--- src/rtl/rps_pkg.sv ---
// ----------------------------------------------------------------------------
// rps_pkg
// Shared widths, limits, command, direction, mode and configuration codes
// and the sequencer state type for the rotator position stepper.
// ----------------------------------------------------------------------------
package rps_pkg;

    localparam int AZ_W     = 9;
    localparam int EL_W     = 8;
    localparam int SPEED_W  = 10;
    localparam int PERIOD_W = 8;
    localparam int KIND_W   = 2;
    localparam int DIR_W    = 2;
    localparam int MODE_W   = 2;
    localparam int CFG_A_W  = 1;

    localparam logic [AZ_W-1:0]     AZ_MAX     = AZ_W'(450);
    localparam logic [EL_W-1:0]     EL_MAX     = EL_W'(180);
    localparam logic [SPEED_W-1:0]  SPEED_MIN  = SPEED_W'(1);
    localparam logic [SPEED_W-1:0]  SPEED_MAX  = SPEED_W'(1000);
    localparam logic [SPEED_W-1:0]  PERIOD_NUM = SPEED_W'(1000);
    localparam logic [PERIOD_W-1:0] PERIOD_CAP = PERIOD_W'(200);

    localparam logic [KIND_W-1:0] KIND_TICK   = 2'd0;
    localparam logic [KIND_W-1:0] KIND_MOVE   = 2'd1;
    localparam logic [KIND_W-1:0] KIND_MANUAL = 2'd2;
    localparam logic [KIND_W-1:0] KIND_STOP   = 2'd3;

    localparam logic [DIR_W-1:0] DIR_RIGHT = 2'd0;
    localparam logic [DIR_W-1:0] DIR_LEFT  = 2'd1;
    localparam logic [DIR_W-1:0] DIR_UP    = 2'd2;
    localparam logic [DIR_W-1:0] DIR_DOWN  = 2'd3;

    localparam logic [MODE_W-1:0] MODE_READY  = 2'd0;
    localparam logic [MODE_W-1:0] MODE_MOVING = 2'd1;
    localparam logic [MODE_W-1:0] MODE_MANUAL = 2'd2;

    localparam logic [CFG_A_W-1:0] CFG_SPEED_AZ = 1'd0;
    localparam logic [CFG_A_W-1:0] CFG_SPEED_EL = 1'd1;

    typedef enum logic [1:0] {
        ST_IDLE,
        ST_DIV,
        ST_WB
    } state_t;

endpackage

--- src/rtl/rps_cfg_if.sv ---
// ----------------------------------------------------------------------------
// rps_cfg_if
// Configuration write channel: register address and write data.
// ----------------------------------------------------------------------------
interface rps_cfg_if import rps_pkg::*; ();

    logic               valid;
    logic               ready;
    logic [CFG_A_W-1:0] addr;
    logic [SPEED_W-1:0] data;

    modport source (output valid, output addr, output data, input ready);
    modport sink   (input valid, input addr, input data, output ready);

endinterface

--- src/rtl/rps_cmd_if.sv ---
// ----------------------------------------------------------------------------
// rps_cmd_if
// Command channel: tick, move-to, manual and stop items.
// ----------------------------------------------------------------------------
interface rps_cmd_if import rps_pkg::*; ();

    logic              valid;
    logic              ready;
    logic [KIND_W-1:0] kind;
    logic [AZ_W-1:0]   goal_az;
    logic [EL_W-1:0]   goal_el;
    logic [DIR_W-1:0]  direction;

    modport source (output valid, output kind, output goal_az, output goal_el,
                    output direction, input ready);
    modport sink   (input valid, input kind, input goal_az, input goal_el,
                    input direction, output ready);

endinterface

--- src/rtl/rps_res_if.sv ---
// ----------------------------------------------------------------------------
// rps_res_if
// Result channel: positions, mode, arrival and step period.
// ----------------------------------------------------------------------------
interface rps_res_if import rps_pkg::*; ();

    logic                valid;
    logic                ready;
    logic [AZ_W-1:0]     az_now;
    logic [EL_W-1:0]     el_now;
    logic [MODE_W-1:0]   mode;
    logic                arrived;
    logic [PERIOD_W-1:0] step_period_ms;
    logic                period_valid;

    modport source (output valid, output az_now, output el_now, output mode,
                    output arrived, output step_period_ms, output period_valid,
                    input ready);
    modport sink   (input valid, input az_now, input el_now, input mode,
                    input arrived, input step_period_ms, input period_valid,
                    output ready);

endinterface

--- src/rtl/rps_divider.sv ---
// ----------------------------------------------------------------------------
// rps_divider
// Restoring radix-2 divider, one quotient bit per cycle, dividing the fixed
// period numerator by the speed.
// ----------------------------------------------------------------------------
module rps_divider import rps_pkg::*;
(
    input  logic               clk,
    input  logic               rst_n,
    input  logic               start,
    input  logic [SPEED_W-1:0] divisor,
    output logic               done,
    output logic [SPEED_W-1:0] quotient
);

    localparam int CNT_W = $clog2(SPEED_W);
    localparam logic [CNT_W-1:0] CNT_LAST = CNT_W'(SPEED_W - 1);

    logic               busy_reg;
    logic               done_reg;
    logic [CNT_W-1:0]   cnt_reg;
    logic [SPEED_W-1:0] rem_reg;
    logic [SPEED_W-1:0] rem_next;
    logic [SPEED_W-1:0] quo_reg;
    logic [SPEED_W-1:0] quo_next;
    logic [SPEED_W-1:0] dvs_reg;
    logic [SPEED_W:0]   trial;

    always_comb
    begin
        trial = {rem_reg, quo_reg[SPEED_W-1]};
        if (trial >= {1'b0, dvs_reg})
        begin
            rem_next = SPEED_W'(trial - {1'b0, dvs_reg});
            quo_next = {quo_reg[SPEED_W-2:0], 1'b1};
        end
        else
        begin
            rem_next = trial[SPEED_W-1:0];
            quo_next = {quo_reg[SPEED_W-2:0], 1'b0};
        end
    end

    always_ff @(posedge clk or negedge rst_n)
    begin
        if (!rst_n)
        begin
            busy_reg <= 1'b0;
            done_reg <= 1'b0;
            cnt_reg  <= '0;
        end
        else
        begin
            done_reg <= busy_reg && (cnt_reg == CNT_LAST);
            if (start)
            begin
                busy_reg <= 1'b1;
                cnt_reg  <= '0;
            end
            else if (busy_reg)
            begin
                if (cnt_reg == CNT_LAST)
                begin
                    busy_reg <= 1'b0;
                end
                cnt_reg <= cnt_reg + 1'b1;
            end
        end
    end

    always_ff @(posedge clk)
    begin
        if (start)
        begin
            rem_reg <= '0;
            quo_reg <= PERIOD_NUM;
            dvs_reg <= divisor;
        end
        else if (busy_reg)
        begin
            rem_reg <= rem_next;
            quo_reg <= quo_next;
        end
    end

    assign done     = done_reg;
    assign quotient = quo_reg;

endmodule

--- src/rtl/rotator_position_stepper.sv ---
// ----------------------------------------------------------------------------
// rotator_position_stepper
// Two-axis rotator position stepper: move-to, manual, stop and tick commands
// with step period derived from the axis speeds.
// ----------------------------------------------------------------------------
// result: registered after the ST_DIV and ST_WB states of the sequencer
// one command at a time, taken in ST_IDLE, through the 10-step shared divider
// every command, tick included, passes through the divider sequence
// the next command is taken while a finished result waits in the output register
// reset: positions, goals and mode clear to zero, both speeds reset to 1
// ----------------------------------------------------------------------------
module rotator_position_stepper import rps_pkg::*;
(
    input  logic       clk,
    input  logic       rst_n,
    rps_cfg_if.sink    cfg,
    rps_cmd_if.sink    cmd,
    rps_res_if.source  res
);

    state_t state_reg;
    state_t state_next;

    logic               cmd_ready;
    logic               div_start;
    logic               wb_fire;
    logic               div_done;
    logic [SPEED_W-1:0] div_quo;

    logic [SPEED_W-1:0] speed_az_reg;
    logic [SPEED_W-1:0] speed_el_reg;
    logic [SPEED_W-1:0] sa_c;
    logic [SPEED_W-1:0] se_c;
    logic [SPEED_W-1:0] speed_max;

    logic [KIND_W-1:0]  kind_reg;
    logic [AZ_W-1:0]    gaz_reg;
    logic [EL_W-1:0]    gel_reg;
    logic [DIR_W-1:0]   dir_reg;

    logic [AZ_W-1:0]    az_pos_reg;
    logic [AZ_W-1:0]    az_pos_next;
    logic [EL_W-1:0]    el_pos_reg;
    logic [EL_W-1:0]    el_pos_next;
    logic [AZ_W-1:0]    az_goal_reg;
    logic [AZ_W-1:0]    az_goal_next;
    logic [EL_W-1:0]    el_goal_reg;
    logic [EL_W-1:0]    el_goal_next;
    logic [MODE_W-1:0]  mode_reg;
    logic [MODE_W-1:0]  mode_next;

    logic [AZ_W-1:0]    az_step;
    logic [EL_W-1:0]    el_step;
    logic [PERIOD_W-1:0] period;
    logic                arrived_next;
    logic [PERIOD_W-1:0] period_next;
    logic                pvalid_next;

    logic                res_valid_reg;
    logic [AZ_W-1:0]     res_az_reg;
    logic [EL_W-1:0]     res_el_reg;
    logic [MODE_W-1:0]   res_mode_reg;
    logic                res_arrived_reg;
    logic [PERIOD_W-1:0] res_period_reg;
    logic                res_pvalid_reg;

    // configuration
    assign cfg.ready = 1'b1;

    always_ff @(posedge clk or negedge rst_n)
    begin
        if (!rst_n)
        begin
            speed_az_reg <= SPEED_MIN;
            speed_el_reg <= SPEED_MIN;
        end
        else if (cfg.valid)
        begin
            case (cfg.addr)
                CFG_SPEED_AZ: speed_az_reg <= cfg.data;
                CFG_SPEED_EL: speed_el_reg <= cfg.data;
                default:      ;
            endcase
        end
    end

    // divisor is the larger clamped speed
    always_comb
    begin
        sa_c = speed_az_reg;
        se_c = speed_el_reg;
        if (speed_az_reg == '0)
        begin
            sa_c = SPEED_MIN;
        end
        else if (speed_az_reg > SPEED_MAX)
        begin
            sa_c = SPEED_MAX;
        end
        if (speed_el_reg == '0)
        begin
            se_c = SPEED_MIN;
        end
        else if (speed_el_reg > SPEED_MAX)
        begin
            se_c = SPEED_MAX;
        end
        speed_max = (sa_c > se_c) ? sa_c : se_c;
    end

    rps_divider u_div
    (
        .clk      (clk),
        .rst_n    (rst_n),
        .start    (div_start),
        .divisor  (speed_max),
        .done     (div_done),
        .quotient (div_quo)
    );

    assign period = (div_quo > SPEED_W'(PERIOD_CAP)) ? PERIOD_CAP
                                                     : div_quo[PERIOD_W-1:0];

    // sequencer
    always_ff @(posedge clk or negedge rst_n)
    begin
        if (!rst_n)
        begin
            state_reg <= ST_IDLE;
        end
        else
        begin
            state_reg <= state_next;
        end
    end

    always_comb
    begin
        state_next = state_reg;
        case (state_reg)
            ST_IDLE:
            begin
                if (cmd.valid)
                begin
                    state_next = ST_DIV;
                end
            end
            ST_DIV:
            begin
                if (div_done)
                begin
                    state_next = ST_WB;
                end
            end
            ST_WB:
            begin
                if (!res_valid_reg || res.ready)
                begin
                    state_next = ST_IDLE;
                end
            end
            default: state_next = ST_IDLE;
        endcase
    end

    always_comb
    begin
        cmd_ready = 1'b0;
        div_start = 1'b0;
        wb_fire   = 1'b0;
        case (state_reg)
            ST_IDLE:
            begin
                cmd_ready = 1'b1;
                div_start = cmd.valid;
            end
            ST_WB:
            begin
                wb_fire = !res_valid_reg || res.ready;
            end
            default: ;
        endcase
    end

    assign cmd.ready = cmd_ready;

    // command capture, goals clamped on the way in
    always_ff @(posedge clk)
    begin
        if (cmd.valid && cmd_ready)
        begin
            kind_reg <= cmd.kind;
            gaz_reg  <= (cmd.goal_az > AZ_MAX) ? AZ_MAX : cmd.goal_az;
            gel_reg  <= (cmd.goal_el > EL_MAX) ? EL_MAX : cmd.goal_el;
            dir_reg  <= cmd.direction;
        end
    end

    // one step toward goal per axis
    always_comb
    begin
        az_step = az_pos_reg;
        el_step = el_pos_reg;
        if (az_goal_reg > az_pos_reg)
        begin
            az_step = az_pos_reg + 1'b1;
        end
        else if (az_goal_reg < az_pos_reg)
        begin
            az_step = az_pos_reg - 1'b1;
        end
        if (el_goal_reg > el_pos_reg)
        begin
            el_step = el_pos_reg + 1'b1;
        end
        else if (el_goal_reg < el_pos_reg)
        begin
            el_step = el_pos_reg - 1'b1;
        end
    end

    always_comb
    begin
        az_pos_next  = az_pos_reg;
        el_pos_next  = el_pos_reg;
        az_goal_next = az_goal_reg;
        el_goal_next = el_goal_reg;
        mode_next    = mode_reg;
        arrived_next = 1'b0;
        period_next  = '0;
        pvalid_next  = 1'b0;
        case (kind_reg)
            KIND_TICK:
            begin
                az_pos_next  = az_step;
                el_pos_next  = el_step;
                arrived_next = (az_step == az_goal_reg) && (el_step == el_goal_reg);
            end
            KIND_MOVE:
            begin
                // already at both goals: nothing changes
                if (!((gaz_reg == az_pos_reg) && (gel_reg == el_pos_reg)))
                begin
                    mode_next    = MODE_MOVING;
                    az_goal_next = gaz_reg;
                    el_goal_next = gel_reg;
                    period_next  = period;
                    pvalid_next  = 1'b1;
                end
            end
            KIND_MANUAL:
            begin
                mode_next   = MODE_MANUAL;
                period_next = period;
                pvalid_next = 1'b1;
                case (dir_reg)
                    DIR_RIGHT:
                    begin
                        az_goal_next = AZ_MAX;
                        el_goal_next = el_pos_reg;
                    end
                    DIR_LEFT:
                    begin
                        az_goal_next = '0;
                        el_goal_next = el_pos_reg;
                    end
                    DIR_UP:
                    begin
                        az_goal_next = az_pos_reg;
                        el_goal_next = EL_MAX;
                    end
                    default:
                    begin
                        az_goal_next = az_pos_reg;
                        el_goal_next = '0;
                    end
                endcase
            end
            default:
            begin
                az_goal_next = az_pos_reg;
                el_goal_next = el_pos_reg;
                mode_next    = MODE_READY;
            end
        endcase
    end

    always_ff @(posedge clk or negedge rst_n)
    begin
        if (!rst_n)
        begin
            az_pos_reg  <= '0;
            el_pos_reg  <= '0;
            az_goal_reg <= '0;
            el_goal_reg <= '0;
            mode_reg    <= MODE_READY;
        end
        else if (wb_fire)
        begin
            az_pos_reg  <= az_pos_next;
            el_pos_reg  <= el_pos_next;
            az_goal_reg <= az_goal_next;
            el_goal_reg <= el_goal_next;
            mode_reg    <= mode_next;
        end
    end

    // output register
    always_ff @(posedge clk or negedge rst_n)
    begin
        if (!rst_n)
        begin
            res_valid_reg <= 1'b0;
        end
        else if (wb_fire)
        begin
            res_valid_reg <= 1'b1;
        end
        else if (res.ready)
        begin
            res_valid_reg <= 1'b0;
        end
    end

    always_ff @(posedge clk)
    begin
        if (wb_fire)
        begin
            res_az_reg      <= az_pos_next;
            res_el_reg      <= el_pos_next;
            res_mode_reg    <= mode_next;
            res_arrived_reg <= arrived_next;
            res_period_reg  <= period_next;
            res_pvalid_reg  <= pvalid_next;
        end
    end

    assign res.valid          = res_valid_reg;
    assign res.az_now         = res_az_reg;
    assign res.el_now         = res_el_reg;
    assign res.mode           = res_mode_reg;
    assign res.arrived        = res_arrived_reg;
    assign res.step_period_ms = res_period_reg;
    assign res.period_valid   = res_pvalid_reg;

`ifndef SYNTHESIS
    a_accept_starts_div: assert property (@(posedge clk) disable iff (!rst_n)
        (cmd.valid && cmd_ready) |=> (state_reg == ST_DIV))
        else $error("command transfer did not start the divide sequence");

    a_pos_in_range: assert property (@(posedge clk) disable iff (!rst_n)
        (az_pos_reg <= AZ_MAX) && (el_pos_reg <= EL_MAX))
        else $error("axis position beyond its limit");

    a_wb_slot_free: assert property (@(posedge clk) disable iff (!rst_n)
        wb_fire |-> (!res_valid_reg || res.ready))
        else $error("write-back would overwrite a pending result");

    a_period_range: assert property (@(posedge clk) disable iff (!rst_n)
        (res_valid_reg && res_pvalid_reg) |->
            ((res_period_reg != '0) && (res_period_reg <= PERIOD_CAP)))
        else $error("step period outside 1..200");
`endif

endmodule

--- src/flat_wrapper.sv ---
// flat-port wrapper written by rule: the top's interface ports become plain ports
module rotator_position_stepper_flat import rps_pkg::*;
  (clk, rst_n, cfg_valid, cfg_addr, cfg_data, cfg_ready, cmd_valid, cmd_kind, cmd_goal_az, cmd_goal_el, cmd_direction, cmd_ready, res_valid, res_az_now, res_el_now, res_mode, res_arrived, res_step_period_ms, res_period_valid, res_ready);
  rps_cfg_if cfg_i ();
  rps_cmd_if cmd_i ();
  rps_res_if res_i ();
  input  logic clk;
  input  logic rst_n;
  input wire logic [$bits(cfg_i.valid)-1:0] cfg_valid;
  input wire logic [$bits(cfg_i.addr)-1:0] cfg_addr;
  input wire logic [$bits(cfg_i.data)-1:0] cfg_data;
  output wire logic [$bits(cfg_i.ready)-1:0] cfg_ready;
  input wire logic [$bits(cmd_i.valid)-1:0] cmd_valid;
  input wire logic [$bits(cmd_i.kind)-1:0] cmd_kind;
  input wire logic [$bits(cmd_i.goal_az)-1:0] cmd_goal_az;
  input wire logic [$bits(cmd_i.goal_el)-1:0] cmd_goal_el;
  input wire logic [$bits(cmd_i.direction)-1:0] cmd_direction;
  output wire logic [$bits(cmd_i.ready)-1:0] cmd_ready;
  output wire logic [$bits(res_i.valid)-1:0] res_valid;
  output wire logic [$bits(res_i.az_now)-1:0] res_az_now;
  output wire logic [$bits(res_i.el_now)-1:0] res_el_now;
  output wire logic [$bits(res_i.mode)-1:0] res_mode;
  output wire logic [$bits(res_i.arrived)-1:0] res_arrived;
  output wire logic [$bits(res_i.step_period_ms)-1:0] res_step_period_ms;
  output wire logic [$bits(res_i.period_valid)-1:0] res_period_valid;
  input wire logic [$bits(res_i.ready)-1:0] res_ready;
  assign cfg_i.valid = cfg_valid;
  assign cfg_i.addr = cfg_addr;
  assign cfg_i.data = cfg_data;
  assign cfg_ready = cfg_i.ready;
  assign cmd_i.valid = cmd_valid;
  assign cmd_i.kind = cmd_kind;
  assign cmd_i.goal_az = cmd_goal_az;
  assign cmd_i.goal_el = cmd_goal_el;
  assign cmd_i.direction = cmd_direction;
  assign cmd_ready = cmd_i.ready;
  assign res_valid = res_i.valid;
  assign res_az_now = res_i.az_now;
  assign res_el_now = res_i.el_now;
  assign res_mode = res_i.mode;
  assign res_arrived = res_i.arrived;
  assign res_step_period_ms = res_i.step_period_ms;
  assign res_period_valid = res_i.period_valid;
  assign res_i.ready = res_ready;
  rotator_position_stepper u_core (.clk(clk), .rst_n(rst_n), .cfg(cfg_i), .cmd(cmd_i), .res(res_i));
endmodule
--- config.mk ---
export PLATFORM = sky130hd
export DESIGN_NAME = rotator_position_stepper_flat
export DESIGN_NICKNAME = d
export VERILOG_FILES = /design/src/rtl/rps_pkg.sv /design/src/rtl/rps_cfg_if.sv /design/src/rtl/rps_cmd_if.sv /design/src/rtl/rps_res_if.sv /design/src/rtl/rps_divider.sv /design/src/rtl/rotator_position_stepper.sv /design/src/flat_wrapper.sv
export SDC_FILE = /design/constraint.sdc
export NUM_CORES = 1
export LEC_CHECK = 0
export CAP_MARGIN = 20
export CORE_MARGIN = 2
export CORE_UTILIZATION = 30
export DETAILED_ROUTE_END_ITERATION = 7
export DONT_BUFFER_PORTS = 1
export PLACE_DENSITY = 0.52
export SETUP_SLACK_MARGIN = 0.1
export SKIP_LAST_GASP = 1
export SLEW_MARGIN = 10
export SYNTH_ARGS = -nofsm -noshare
export SYNTH_HDL_FRONTEND = slang
export SYNTH_SLANG_ARGS = --single-unit
--- constraint.sdc ---
create_clock -name clk -period 2.6 [get_ports clk]
set_input_delay 0.52 -clock clk [delete_from_list [all_inputs] [get_ports clk]]
set_output_delay 0.52 -clock clk [all_outputs]
set_load 0.02 [all_outputs]
# After elaboration in Yosys (flattened, before gate mapping)
# Cells that the tools add are included.
# Widths: inputs -> output; s select.
[word_totals]
register_bits = 145
latch_bits = 0
ramBits = 0
romBits = 0
input_bits = 37
out_inout_bits = 32
wordCells = 117
n_memories = 0
[op_classes]
add_sub_neg = 6
mul = 0
div = 0
magnitude_cmp = 11
eq_ne = 15
shifts = 0
muxes = 40
bitwise = 2
n_reduce_logical = 18
[op_table]
columns = ["cell", "count"]
rows = [
  ["$mux 10", 6],
  ["$mux 8", 6],
  ["$mux 9", 4],
  ["$pmux 8 s2", 2],
  ["$pmux 9 s3", 1],
  ["$pmux 8 s3", 1],
  ["$gt 10x10->1 const B", 2],
  ["$logic_not 10->1", 2],
  ["$eq 9x9->1", 2],
  ["$pmux 9 s2", 1],
  ["$eq 8x8->1", 2],
  ["$pmux 2 s3", 2],
  ["$ge 11x10->1", 1],
  ["$gt 10x10->1", 1],
  ["$gt 10x8->1 const B", 1],
  ["$mux 1", 10],
  ["$sub 10x10->10", 1],
  ["$add 9x1->9 const B", 1],
  ["$gt 9x9->1", 1],
  ["$gt 9x9->1 const B", 1],
  ["$lt 9x9->1", 1],
  ["$sub 9x1->9 const B", 1],
  ["$add 8x1->8 const B", 1],
  ["$gt 8x8->1", 1],
  ["21 further kinds", 40],
]

# Logic depth before layout (Yosys ltp)
# Gate-level depths: netlist of run 1.
[logic_depth]
depth_word = 5
depth_mapped = 14
depth_no_buf = 13

# Cells and area by module
# A second synthesis of run 1 with hierarchy kept.
[hier_totals]
hier_cells = 892
hier_area_um2 = 8847.2
[by_module_without_submodules]
columns = ["mod", "instances", "cells_each", "area_each_um2", "seq_area_each_um2"]
rows = [
  ["rotator_position_stepper", 1, 673, 6673.9, 2980.4],
  ["rps_divider", 1, 219, 2173.3, 850.8],
]

# Least setup slack after synthesis of run 1
# OpenSTA, ideal clock, no wires.
[synth_timing]
kind = "register -> register"
start = "reg u_core.speed_az_reg[1]"
end = "reg u_core.u_div.dvs_reg[4] (data pin)"
setup_time_ns = 0.265
arrival_ns = 2.620
required_time_ns = 2.335
setup_slack_ns = -0.285
path_stages_with_launch = 14
n_path_buf = 1
period_less_slack_ns = 2.885
cell_sequence = "dfrtp_1 o31a_1 o2111ai_1 nor2b_1 inv_1 ha_1 nand4_1 nor2_1 o21ai_0 nand2_1 nor3_1 a31oi_1 clkbuf_1 o21ai_0"
[synth_between]
elab_chain_len = 5
word_cells_on_any_way = 6
classes_between = "order compare: 2; mux: 3; reduce/logical: 1"
[synth_rtl]
columns = ["item", "line_no", "rtl"]
rows = [
  ["start, declared", "rotator_position_stepper.sv:30", "logic [SPEED_W-1:0] speed_az_reg;"],
  ["start signal, assigned", "rotator_position_stepper.sv:80", "CFG_SPEED_AZ: speed_az_reg <= cfg.data;"],
  ["$gt 10x10->1", "rotator_position_stepper.sv:96", "else if (speed_az_reg > SPEED_MAX)"],
  ["$mux 10", "rotator_position_stepper.sv:96", ""],
  ["$mux 10 *", "rotator_position_stepper.sv:92", "if (speed_az_reg == '0)"],
  ["$gt 10x10->1", "rotator_position_stepper.sv:108", "speed_max = (sa_c > se_c) ? sa_c : se_c;"],
  ["$mux 10 *", "rotator_position_stepper.sv:108", ""],
  ["net u_core.speed_max[4]", "rotator_position_stepper.sv:34", "logic [SPEED_W-1:0] speed_max;"],
  ["end signal, assigned", "rps_divider.sv:77", "dvs_reg <= divisor;"],
  ["end, declared", "rps_divider.sv:26", "logic [SPEED_W-1:0] dvs_reg;"],
]
# Mark *: on every way through the listed nets, which the timed path passes. The rest lies on a longest branch.
# A chain may end at the register's enable or synchronous reset.

# Worst setup path after layout of run 1
[layout_timing]
start = "reg u_core.az_pos_reg[2]"
end = "reg u_core.res_arrived_reg (netlist: u_core.res.arrived) (data pin)"
[layout_between]
elab_chain_len = 5
word_cells_on_any_way = 8
classes_between = "add/sub: 2; order compare: 2; eq/ne: 1; mux: 2; reduce/logical: 1"
[layout_rtl]
columns = ["item", "line_no", "rtl"]
rows = [
  ["start, declared", "rotator_position_stepper.sv:41", "logic [AZ_W-1:0] az_pos_reg;"],
  ["start signal, assigned", "rotator_position_stepper.sv:300", "az_pos_reg <= az_pos_next;"],
  ["$sub 9x1->9 / $lt 9x9->1 (equally long branches)", "rotator_position_stepper.sv:210, rotator_position_stepper.sv:208", ""],
  ["$mux 9", "rotator_position_stepper.sv:208", "else if (az_goal_reg < az_pos_reg)"],
  ["$mux 9 *", "rotator_position_stepper.sv:204", "if (az_goal_reg > az_pos_reg)"],
  ["$eq 9x9->1 *", "rotator_position_stepper.sv:237", "arrived_next = (az_step == az_goal_reg) && (el_step == el_goal_reg);"],
  ["$logic_and 1x1->1 *", "rotator_position_stepper.sv:237", ""],
  ["end signal, assigned", "rotator_position_stepper.sv:332", "res_arrived_reg <= arrived_next;"],
  ["end, declared", "rotator_position_stepper.sv:63", "logic res_arrived_reg;"],
]
# Mark *: on every way between the ends. The rest lies on a longest branch, timed or not.

==> summary.md, run 1 <==
| Metric | Value |
|---|---|
| Clock sink count | between 100 and 150 |
| Detailed Place HPWL | about 17 mm |
| CP Data Required Time | ~2.9 ns |
| Mean post-synth cell area | roughly 9.8 µm² |
| Power spent charging and discharging nets | between 4 and 5 mW |
| Count of unresolved DRC violations after routing | 0 |
| Post-route minimum period | 2.81 ns |
| Starting utilization of the core area | a little under a third |
| Most frequent cells in the layout | buf_4 (156), nand2_1 (70), dfrtp_1 (62) |
| Die Footprint | about 30,000 µm² |
| Failing checks | setup timing |
| Crit. End Element | flop |
| Synthesized instance count | ~880 |
| Global-route wire length before repair | approximately 38 mm |
| Number of rows created at floorplan | around 60 |
| Placer Congestion | between 0.8 and 0.9 |
| Sequential share of power | between 30% and 40% |
| Clock tree from TritonCTS | done |
| Type of the tightest min-delay check | in2reg |
| Total length of routed wires | 23.5 mm |
| Reg-to-Reg Start | u_core.az_pos_reg[2] |
| Least-Margin Pin Slew | a little under 0.6 ns |
| Post-placement worst setup slack | -0.329 ns |
| Max clock buf depth | 2 |
| Number of antenna cells inserted | 0 |
| Worst Reg2Reg Path Length in Cells | 10 |
| Setup slack on the worst flop-to-flop path | -0.21 ns |
| Vias per cell | between 4 and 5 |
| Type of the worst setup path | reg2reg |
| Post-route clock skew | approximately 0.016 ns |
| Clock share of power | a little under a quarter |
| Total number of nets in the final design | 1,101 |
| Worst setup slack after layout | -0.208 ns |
| Mapped Area | around 8600 µm² |
| Average detailed-routed wire length per instance | 16.7 µm |
| Yosys warnings | 0 |
| Peak fanout along the critical path | 5 |
| Total power | approximately 11 mW |
| LEAKAGE | between 4 and 5 nW |
| Number of max-slew violations in the final report | 0 |
| Die Width | 173 µm |
| Highest ir drop seen on vdd | roughly 0.00038 V |
| Util after Layout | 40.6% |
| Cell at the root of the clock tree | clkbuf_16 |
| Port buffer count | 0 |
| Clock-pin slew reported for the worst setup and hold paths after clock tree synthesis | around 0.070 ns |
| Total nets after synthesis | between 900 and 1,000 |
| Non-filler instance count after layout | around 1,400 |
| Startpoint of the lowest-slack hold path | cmd_kind[0] |
| Final count of negative-setup-slack endpoints | 12 |
| Length of the first detailed-routing pass in iterations | 6 |
| Source-to-sink clock delay at the later pin of the worst-skew pair | roughly 0.43 ns |
| Fraction of registers with async set/reset | about 45% |
| Worst slew margin relative to its limit | 60.0% |
| Ports placed on the boundary | between 60 and 70 |
| Seq cells post-synth | around 150 |
| Arrival time of the worst setup path | a little over 3 ns |
| Max Freq | 0.356 GHz |
| Critical Path Start | u_core.az_pos_reg[2] |
| Area of the core | roughly 28,000 µm² |
| Kind of start point of the critical path | flop |
| Power Dens Cells | 987 nW/µm² |
| Cell total after placement | about 1,300 |
| Antenna violations before repair | 3 |
| Leftover overflow at the end of global routing | 0 |
| Part of the power in combinational logic | 46.8% |
| Share of the clock period used by the worst path after layout | 108% |
| Floorplan die height | approximately 170 µm |
| Cell Int Power | approximately 7.1 mW |
| Number of DRC markers in iteration 0 | approximately 370 |
| Number of enable-type register cells in the synthesized netlist | 60 |
| Unrepaired setup endpoints after global routing | yes |
| Portion of the post-synthesis area used by sequential elements | ~45% |
| Switching share of power | a little under two fifths |
| Total via count after detailed routing | slightly below 7,000 |
| Synth-to-layout area growth | 32.3% |
| Max-cap violation count | 0 |
| Share of final-layout standard cells stronger than drive strength 1 | between 30% and 40% |
| Number of global-route vias before repair | between 6,000 and 7,000 |
| Result of the run | complete, but fails checks |
| Pin count of the biggest net entering global routing | 66 |
| Number of CTS-inserted buffers | 17 |
| Htree depth | 4 |
| Synth Flop Type | dfrtp_1 |
| Count of different cell masters after synthesis | 76 |
| Remaining number of nets flagged by the antenna check after routing | 0 |
| Total Routing Usage GR | about 16% |
| Leading cell type in the layout, fill and taps excluded | buf_4 |
| Final Hold Fails | 0 |
| Hold-critical path depth | 0 |
-- worst paths after layout --
| path | to |
|---|---|
| min in group asynchronous | u_core.speed_az_reg[8] |
| max | u_core.res.arrived |
| min reg2reg | u_core.state_reg[0] |
| max in group asynchronous | u_core.az_pos_reg[1] |
| min | u_core.kind_reg[0] |
| max reg2reg | u_core.res.arrived |
-- per-stage QoR --
| step | setup TNS, ns | hold slack (ns) | cell area [µm²] |
|---|---|---|---|
| final | -1.25 | 0.184 | 11400 |
| after global routing | -2.66 | 0.163 | 11400 |
| after CTS | -0.910 | 0.168 | 11200 |
| after detailed placement | -2.72 | 0.225 | 10100 |
| after global placement | -2.64 | 0.226 | 10100 |
| after floorplan | -0.0963 | 0.224 | 8820 |
-- layer usage --
layer | global-route usage, % | vias to the layer above | wire length (µm)
met5 | 0 | - | 24
met4 | 4.94 | 4 | 406
met3 | 3.09 | 30 | 1020
met2 | 25.9 | 156 | 11000
met1 | 21.3 | 3329 | 11100
li1 | - | 3424 | -
-- cells in the mapped netlist (15+ instances only) --
master / count / area share (%)
nand2_1: 80 / 3.5
dfrtp_1: 63 / 18
edfxtp_1: 60 / 21
xnor2_1: 59 / 6.0
nor2_1: 56 / 2.4
a21oi_1: 55 / 3.2
inv_1: 53 / 2.3
ha_1: 47 / 6.8
o21ai_0: 45 / 2.6
clkbuf_1: 40 / 1.7
mux2_2: 27 / 3.5
dfxtp_1: 20 / 4.7
nand3_1: 20 / 1.2
nor3_1: 18 / 1.0
mux2i_1: 16 / 1.9
xor2_1: 15 / 1.5
-- kinds of logic after synthesis --
family	share of synthesized area, %
xor gates and xnor gates	7.53
other	0.0436
AOI/OAI and AO/OA	14.3
buffers and inverters	5.07
muxes	5.83
adders and majority gates	7.07
DFF	44.5
and+or+nand+nor	15.7
-- power groups by stage --
stage                     logic (mW)  clock network (mW)  registers [mW]
after CTS                       5.00                2.61            3.40
final                           5.26                2.55            3.43
after floorplan                 3.11                   0            3.37
after global placement          4.55                   0            3.43
after global routing            5.85                2.71            3.50
after detailed placement        4.59                   0            3.43
-- repair_timing --
| action | in CTS | in global routing |
|---|---|---|
| hold buffers | 2 | 0 |
| pin swaps | 20 | 17 |
| cloned | 1 | 0 |
| setup endpoints to repair | 23 | 38 |
| gates resized for setup | 55 | 31 |
| buffers inserted | 16 | 9 |
| hold endpoints to repair | 65 | 0 |
-- final cells by class --
type                    instances  area, µm²
inverters                      55        219
clock buffers                  23        490
clock inverters                 9        119
multi-input cells             627       4890
repair buffers                170       1360
fillers                      2758      16600
well taps                     378        473
flip-flops and latches        145       3830
-- critical path, cell delays in order (launching register included) --
cell and delay, ns:
dfrtp_1 0.41, inv_4 0.08, ha_4 0.19, nand4_1 0.21, nor3_2 0.07, a2111o_1 0.49
mux2_4 0.35, a22o_1 0.23, nor4_2 0.18, nand4_1 0.16, nor4_2 0.26
(Power assumes the default switching activity.)
==> run 2: changes to the inputs <==
- CORE_ASPECT_RATIO: unset -> 0.5
- PLACE_DENSITY: 0.52 -> unset
- PLACE_DENSITY_LB_ADDON: unset -> 0.15
- clock period: 2.6 -> 2.7 ns (I/O delays scaled with it)
==> run 2 against run 1 <==
Compared with the run above:
- the flow still finishes with violations (setup timing)
- fmax grew 0.12%
- hold slack better by 0.020 ns
- wire length fell by 1.2%
- via count shrank 3.4%
- die area rose by 0.28%
- core utilization down 1.4 points
- sequential share of layout area is 1.3 points higher
- combinational power decreased by 11%
- flip-flop and latch count unchanged
- critical path depth stayed put
- global-route usage shrank 0.066 points
- register-to-register slack improved by 0.10 ns
- critical path type unchanged
==> summary.md, run 2 (same netlist as run 1, synthesis figures left out) <==
| Metric | Value |
|---|---|
| Storage cell area | 3830 µm² |
| Final count of negative-setup-slack endpoints | 11 |
| Remaining number of nets flagged by the antenna check after routing | 0 |
| Vias per cell | 4.88 |
| Die Width | 244 µm |
| Max Freq | roughly 0.36 GHz |
| Most frequent cells in the layout | buf_4 (121), nand2_1 (75), dfrtp_1 (62) |
| Source-to-sink clock delay at the later pin of the worst-skew pair | 0.43 ns |
| Length of the first detailed-routing pass in iterations | 6 |
| Cell at the root of the clock tree | clkbuf_16 |
| Post-route minimum period | about 2.8 ns |
| Failing checks | setup timing |
| Highest ir drop seen on vdd | 0.000470 V |
| Slowest library cell on the worst path | a2111o_1 |
| Number of DRC markers in iteration 0 | between 500 and 600 |
| Unrepaired setup endpoints after global routing | yes |
| Share of final-layout standard cells stronger than drive strength 1 | a little over a quarter |
| Floorplan die height | ~120 µm |
| CP Data Required Time | slightly below 3 ns |
| Detailed Place HPWL | 17.3 mm |
| Series of cell instances along the critical path | inv_4 > ha_1 > nand4_1 > nor3_2 > a2111o_1 > mux2_4 > a22o_1 > nor4_2 > nand4_1 > nor4_2 |
| Post-route clock skew | between 0.01 and 0.015 ns |
| Terminating pin of the worst hold path | u_core.dir_reg[1] |
| Area occupied by multi-input gates | 4810 µm² |
| Critical Path Start | u_core.az_pos_reg[3] |
| Antenna violations before repair | 0 |
| Arrival time of the worst setup path | 3.05 ns |
| Type of the tightest min-delay check | in2reg |
| Placer Congestion | 0.883 |
| Reg-to-Reg Start | u_core.az_pos_reg[3] |
| Total length of routed wires | about 23 mm |
| Critical path buffers and inverters | 1 |
| Sum of negative setup slack | -0.564 ns |
| Total via count after detailed routing | between 6,000 and 7,000 |
| Power Dens Cells | ~950 nW/µm² |
| Worst slew margin relative to its limit | a little under half |
| Least-Margin Pin Slew | roughly 0.8 ns |
| Starting utilization of the core area | 30.8% |
| Total number of nets in the final design | between 1,000 and 1,500 |
| Total power | between 10 and 15 mW |
| Leading cell type in the layout, fill and taps excluded | buf_4 |
| Hold-critical path depth | 0 |
| Crit. End Element | flop |
| Synth-to-layout area growth | 27.4% |
| Kind of start point of the critical path | flop |
| Setup slack on the worst flop-to-flop path | -0.10 ns |
| Number of rows created at floorplan | 43 |
| Max clock buf depth | 2 |
| Clock sink count | between 100 and 150 |
| Biggest cell delay along the critical path | ~0.42 ns |
| End of the worst register-to-register path | u_core.res.arrived |
| Final Hold Fails | 0 |
| Max-cap violation count | 0 |
| Worst setup slack after layout | -0.105 ns |
| Type of the worst setup path | reg2reg |
| Startpoint of the lowest-slack hold path | cmd_direction[1] |
| Peak fanout along the critical path | 4 |
| Clock tree from TritonCTS | done |
| Die Footprint | roughly 30,000 µm² |
| Global-route wire length before repair | between 30 and 40 mm |
| Number of global-route vias before repair | ~6,700 |
| Ports placed on the boundary | about 70 |
| Area of the core | approximately 28,000 µm² |
| Number of max-slew violations in the final report | 0 |
| Fill cell instance count of the final layout | approximately 2,700 |
| Htree depth | 4 |
| Share of the clock period used by the worst path after layout | 104% |
| Kind of cell with the highest combined delay on the critical path | simple AND/OR/NAND/NOR gates |
| Count of unresolved DRC violations after routing | 0 |
| Leftover overflow at the end of global routing | 0 |
| Total Routing Usage GR | approximately 16% |
| LEAKAGE | ~4.5 nW |
| Result of the run | complete, but fails checks |
| Clock-pin slew reported for the worst setup and hold paths after clock tree synthesis | approximately 0.070 ns |
| Port buffer count | 0 |
| Pin count of the biggest net entering global routing | 66 |
| Average detailed-routed wire length per instance | approximately 17 µm |
| Number of CTS-inserted buffers | 17 |
| Worst Reg2Reg Path Length in Cells | 10 |
==> run 2: how the worst max path moves through the flow <==
stage | end | slack [ns] | depth (start not counted)
2_1_floorplan | u_core.res.arrived | 0.02 | 11
3_3_place_gp | u_core.res.arrived | -0.08 | 10
3_5_place_dp | u_core.res.arrived | -0.16 | 10
4_1_cts | u_core.res.arrived | -0.08 | 10
5_1_grt | u_core.res.arrived | -0.25 | 11
6_report | u_core.res.arrived | -0.10 | 10
==> run 2: area by class of cell <==
type / count / share of cell area (%)
diodes: 1 / 0.0228
clock buffers: 23 / 4.56
clock inverters: 9 / 0.856
inverters: 55 / 2.00
multi-input cells: 629 / 43.8
flip-flops and latches: 145 / 34.9
well taps: 382 / 4.36
repair buffers: 130 / 9.42
==> run 2: power by group <==
group / total (mW) / switching (mW) / internal (mW)
sequential: 3.30 / 0.451 / 2.85
combinational: 4.68 / 2.45 / 2.23
clock: 2.41 / 0.997 / 1.42
total: 10.4 / 3.90 / 6.49
==> run 2: metal layers <==
metal | vias up | GRT usage [%] | routed length [µm] | share of wire, %
met5 | - | 0 | 0 | 0
met4 | 0 | 3.81 | 253 | 1.1
met3 | 20 | 3.25 | 815 | 3.5
met2 | 109 | 25.9 | 10800 | 47
met1 | 3223 | 21.6 | 11300 | 49
li1 | 3357 | - | - | -
==> run 2: per-stage QoR <==
step	instances	utilization (%)	instance area (µm²)	hold slack, ns	worst slack, ns
finish	1374	39.2	11000	0.203	-0.105
CTS	1371	38.4	10700	0.186	-0.0819
global placement	1322	35.2	9860	0.247	-0.0819
floorplan	878	-	8810	0.244	0.0156
detailed placement	1322	35.2	9860	0.247	-0.165
global route	1373	39.2	11000	0.174	-0.254
==> run 2: what timing repair did <==
item                                    in CTS  in global routing
setup buffers                               12                  2
endpoints found under the setup margin      14                 31
endpoints found under the hold margin       65                  0
pin swaps                                   18                 16
cloned                                       3                  0
gates resized for setup                     22                 40
hold buffers                                 2                  0
==> run 3: changes to the inputs <==
- SKIP_LAST_GASP: 1 -> unset
==> run 3 against run 2 <==
Compared with the run above:
- the run still ends with setup timing left
- register-to-register slack about the same
- die area stayed put
- wire length increased by 0.36%
- flip-flop and latch count is the same
- first-iteration DRC count decreased by 5.4%
- global-route usage is essentially flat
- critical path type unchanged
==> summary.md, run 3 (same netlist as run 1, synthesis figures left out) <==
| Metric | Value |
|---|---|
| Worst setup slack after layout | -0.0909 ns |
| Peak fanout along the critical path | 4 |
| Max clock buf depth | 2 |
| Antenna violations before repair | 0 |
| Detailed Place HPWL | around 17 mm |
| Count of unresolved DRC violations after routing | 0 |
| Max Freq | approximately 0.36 GHz |
| Area of all placed cells without fillers | roughly 11,000 µm² |
| Post-route minimum period | approximately 2.8 ns |
| Worst slew margin relative to its limit | a little under half |
| Number of rows created at floorplan | 43 |
| Post-route clock skew | between 0.009 and 0.01 ns |
| Clock tree from TritonCTS | done |
| Type of the worst setup path | reg2reg |
| Number of global-route vias before repair | between 6,000 and 7,000 |
| Arrival time of the worst setup path | 3.03 ns |
| Share of the clock period used by the worst path after layout | 103% |
| Failing checks | setup timing |
| Max-cap violation count | 0 |
| Synth-to-layout area growth | 28.0% |
| Floorplan die height | ~120 µm |
| Number of CTS-inserted buffers | 17 |
| Leading cell type in the layout, fill and taps excluded | buf_4 |
| Share of final-layout standard cells stronger than drive strength 1 | a little over a quarter |
| Pin count of the biggest net entering global routing | 66 |
| Power Dens Cells | 951 nW/µm² |
| Result of the run | complete, but fails checks |
| Sum of negative setup slack | -0.570 ns |
| Crit. End Element | flop |
| Port buffer count | 0 |
| Total number of nets in the final design | between 1,000 and 1,500 |
| Type of the tightest min-delay check | in2reg |
| Setup slack on the worst flop-to-flop path | -0.09 ns |
| Number of DRC markers in iteration 0 | 504 |
| Ports placed on the boundary | between 60 and 70 |
| Hold-critical path depth | 0 |
| Die Footprint | 30,100 µm² |
| Starting utilization of the core area | a little under a third |
| CP Data Required Time | 2.94 ns |
| Source-to-sink clock delay at the later pin of the worst-skew pair | 0.43 ns |
| Final Hold Fails | 0 |
| Leftover overflow at the end of global routing | 0 |
| Cell at the root of the clock tree | clkbuf_16 |
| Least-Margin Pin Slew | around 0.8 ns |
| LEAKAGE | roughly 4.4 nW |
| Placer Congestion | 0.883 |
| Htree depth | 4 |
| Final count of negative-setup-slack endpoints | 11 |
| Total placed instance area | 9860 µm² |
| Clock-pin slew reported for the worst setup and hold paths after clock tree synthesis | around 0.060 ns |
| Average detailed-routed wire length per instance | approximately 17 µm |
| Clock sink count | approximately 150 |
| Length of the first detailed-routing pass in iterations | 5 |
| Non-filler instance count after layout | ~1,400 |
| Unrepaired setup endpoints after global routing | yes |
| Die Width | between 200 and 250 µm |
| Vias per cell | 4.86 |
| Global-route wire length before repair | 36.8 mm |
| Kind of start point of the critical path | flop |
| Number of max-slew violations in the final report | 0 |
| Most frequent cells in the layout | buf_4 (120), nand2_1 (75), dfrtp_1 (62) |
| Worst Reg2Reg Path Length in Cells | 10 |
| Total length of routed wires | 23.3 mm |
| Area of the core | between 20,000 and 30,000 µm² |
| Cell total after placement | roughly 1,300 |
| Total via count after detailed routing | 6,671 |
| Remaining number of nets flagged by the antenna check after routing | 0 |
| Total Routing Usage GR | between 15 and 20% |
| Highest ir drop seen on vdd | approximately 0.00046 V |
-- run 3: cell types whose count changed in the layout (fill, tap and decap cells not counted), sizes merged --
| cell | delta |
|---|---|
| buf | -1 |
-- run 3: what timing repair did --
| item | CTS | global route |
|---|---|---|
| endpoints found under the hold margin | 65 | 0 |
| setup endpoints to repair | 14 | 28 |
| hold buffers | 2 | 0 |
| cloned | 3 | 0 |
| setup buffers | 12 | 1 |
| pin swaps | 19 | 18 |
| resized for setup | 25 | 42 |
-- run 3: worst paths after layout --
kind                                        from                 endpoint
max                        u_core.az_goal_reg[4]       u_core.res.arrived
min                             cmd_direction[1]        u_core.dir_reg[1]
max reg2reg                u_core.az_goal_reg[4]       u_core.res.arrived
min reg2reg                    u_core.u_div.done      u_core.state_reg[0]
max in group asynchronous                  rst_n     u_core.az_pos_reg[1]
min in group asynchronous                  rst_n  u_core.u_div.cnt_reg[1]
-- run 3: area by class of cell --
type / count / area, µm²
sequential: 145 / 3830
clock inverter: 9 / 93.8
timing repair buffer: 129 / 1030
fill: 2720 / 17000
tap: 382 / 478
multi-input combinational: 629 / 4860
antenna: 1 / 2.50
inverter: 55 / 219
clock buffer: 23 / 500
-- run 3: power by group --
group	leakage [nW]	internal, mW	switching (mW)	total, mW
logic	2.67	2.27	2.48	4.75
registers	1.46	2.85	0.462	3.31
clock network	0.293	1.42	0.997	2.41
-- run 3: worst max-delay path: stages (launching register included) --
cell and delay (ns):
dfrtp_1 0.41, ha_4 0.26, nand4_1 0.09, buf_4 0.15
nor3_4 0.04, a2111o_1 0.46, mux2_4 0.33, a22o_1 0.23
nor4_2 0.18, nand4_1 0.16, nor4_2 0.29
-- run 3: through the flow --
stage                     total power, mW  utilization, %  setup WS [ns]  hold slack [ns]
after CTS                            10.3            38.5        -0.0674            0.186
after detailed placement             7.60            35.2         -0.165            0.247
final                                10.5            39.4        -0.0909            0.204
after global placement               7.57            35.2        -0.0819            0.247
after global routing                 11.3            39.4         -0.217            0.174
after floorplan                      6.23               -         0.0156            0.244
-- run 3: per-layer routing --
| metal | part of all wire (%) | GRT usage [%] | wire, µm | vias to the layer above |
|---|---|---|---|---|
| li1 | - | - | - | 3355 |
| met1 | 49 | 21.6 | 11500 | 3216 |
| met2 | 47 | 26.0 | 10900 | 85 |
| met3 | 2.8 | 3.25 | 660 | 15 |
| met4 | 0.97 | 3.81 | 226 | 0 |
| met5 | 0 | 0 | 0 | - |
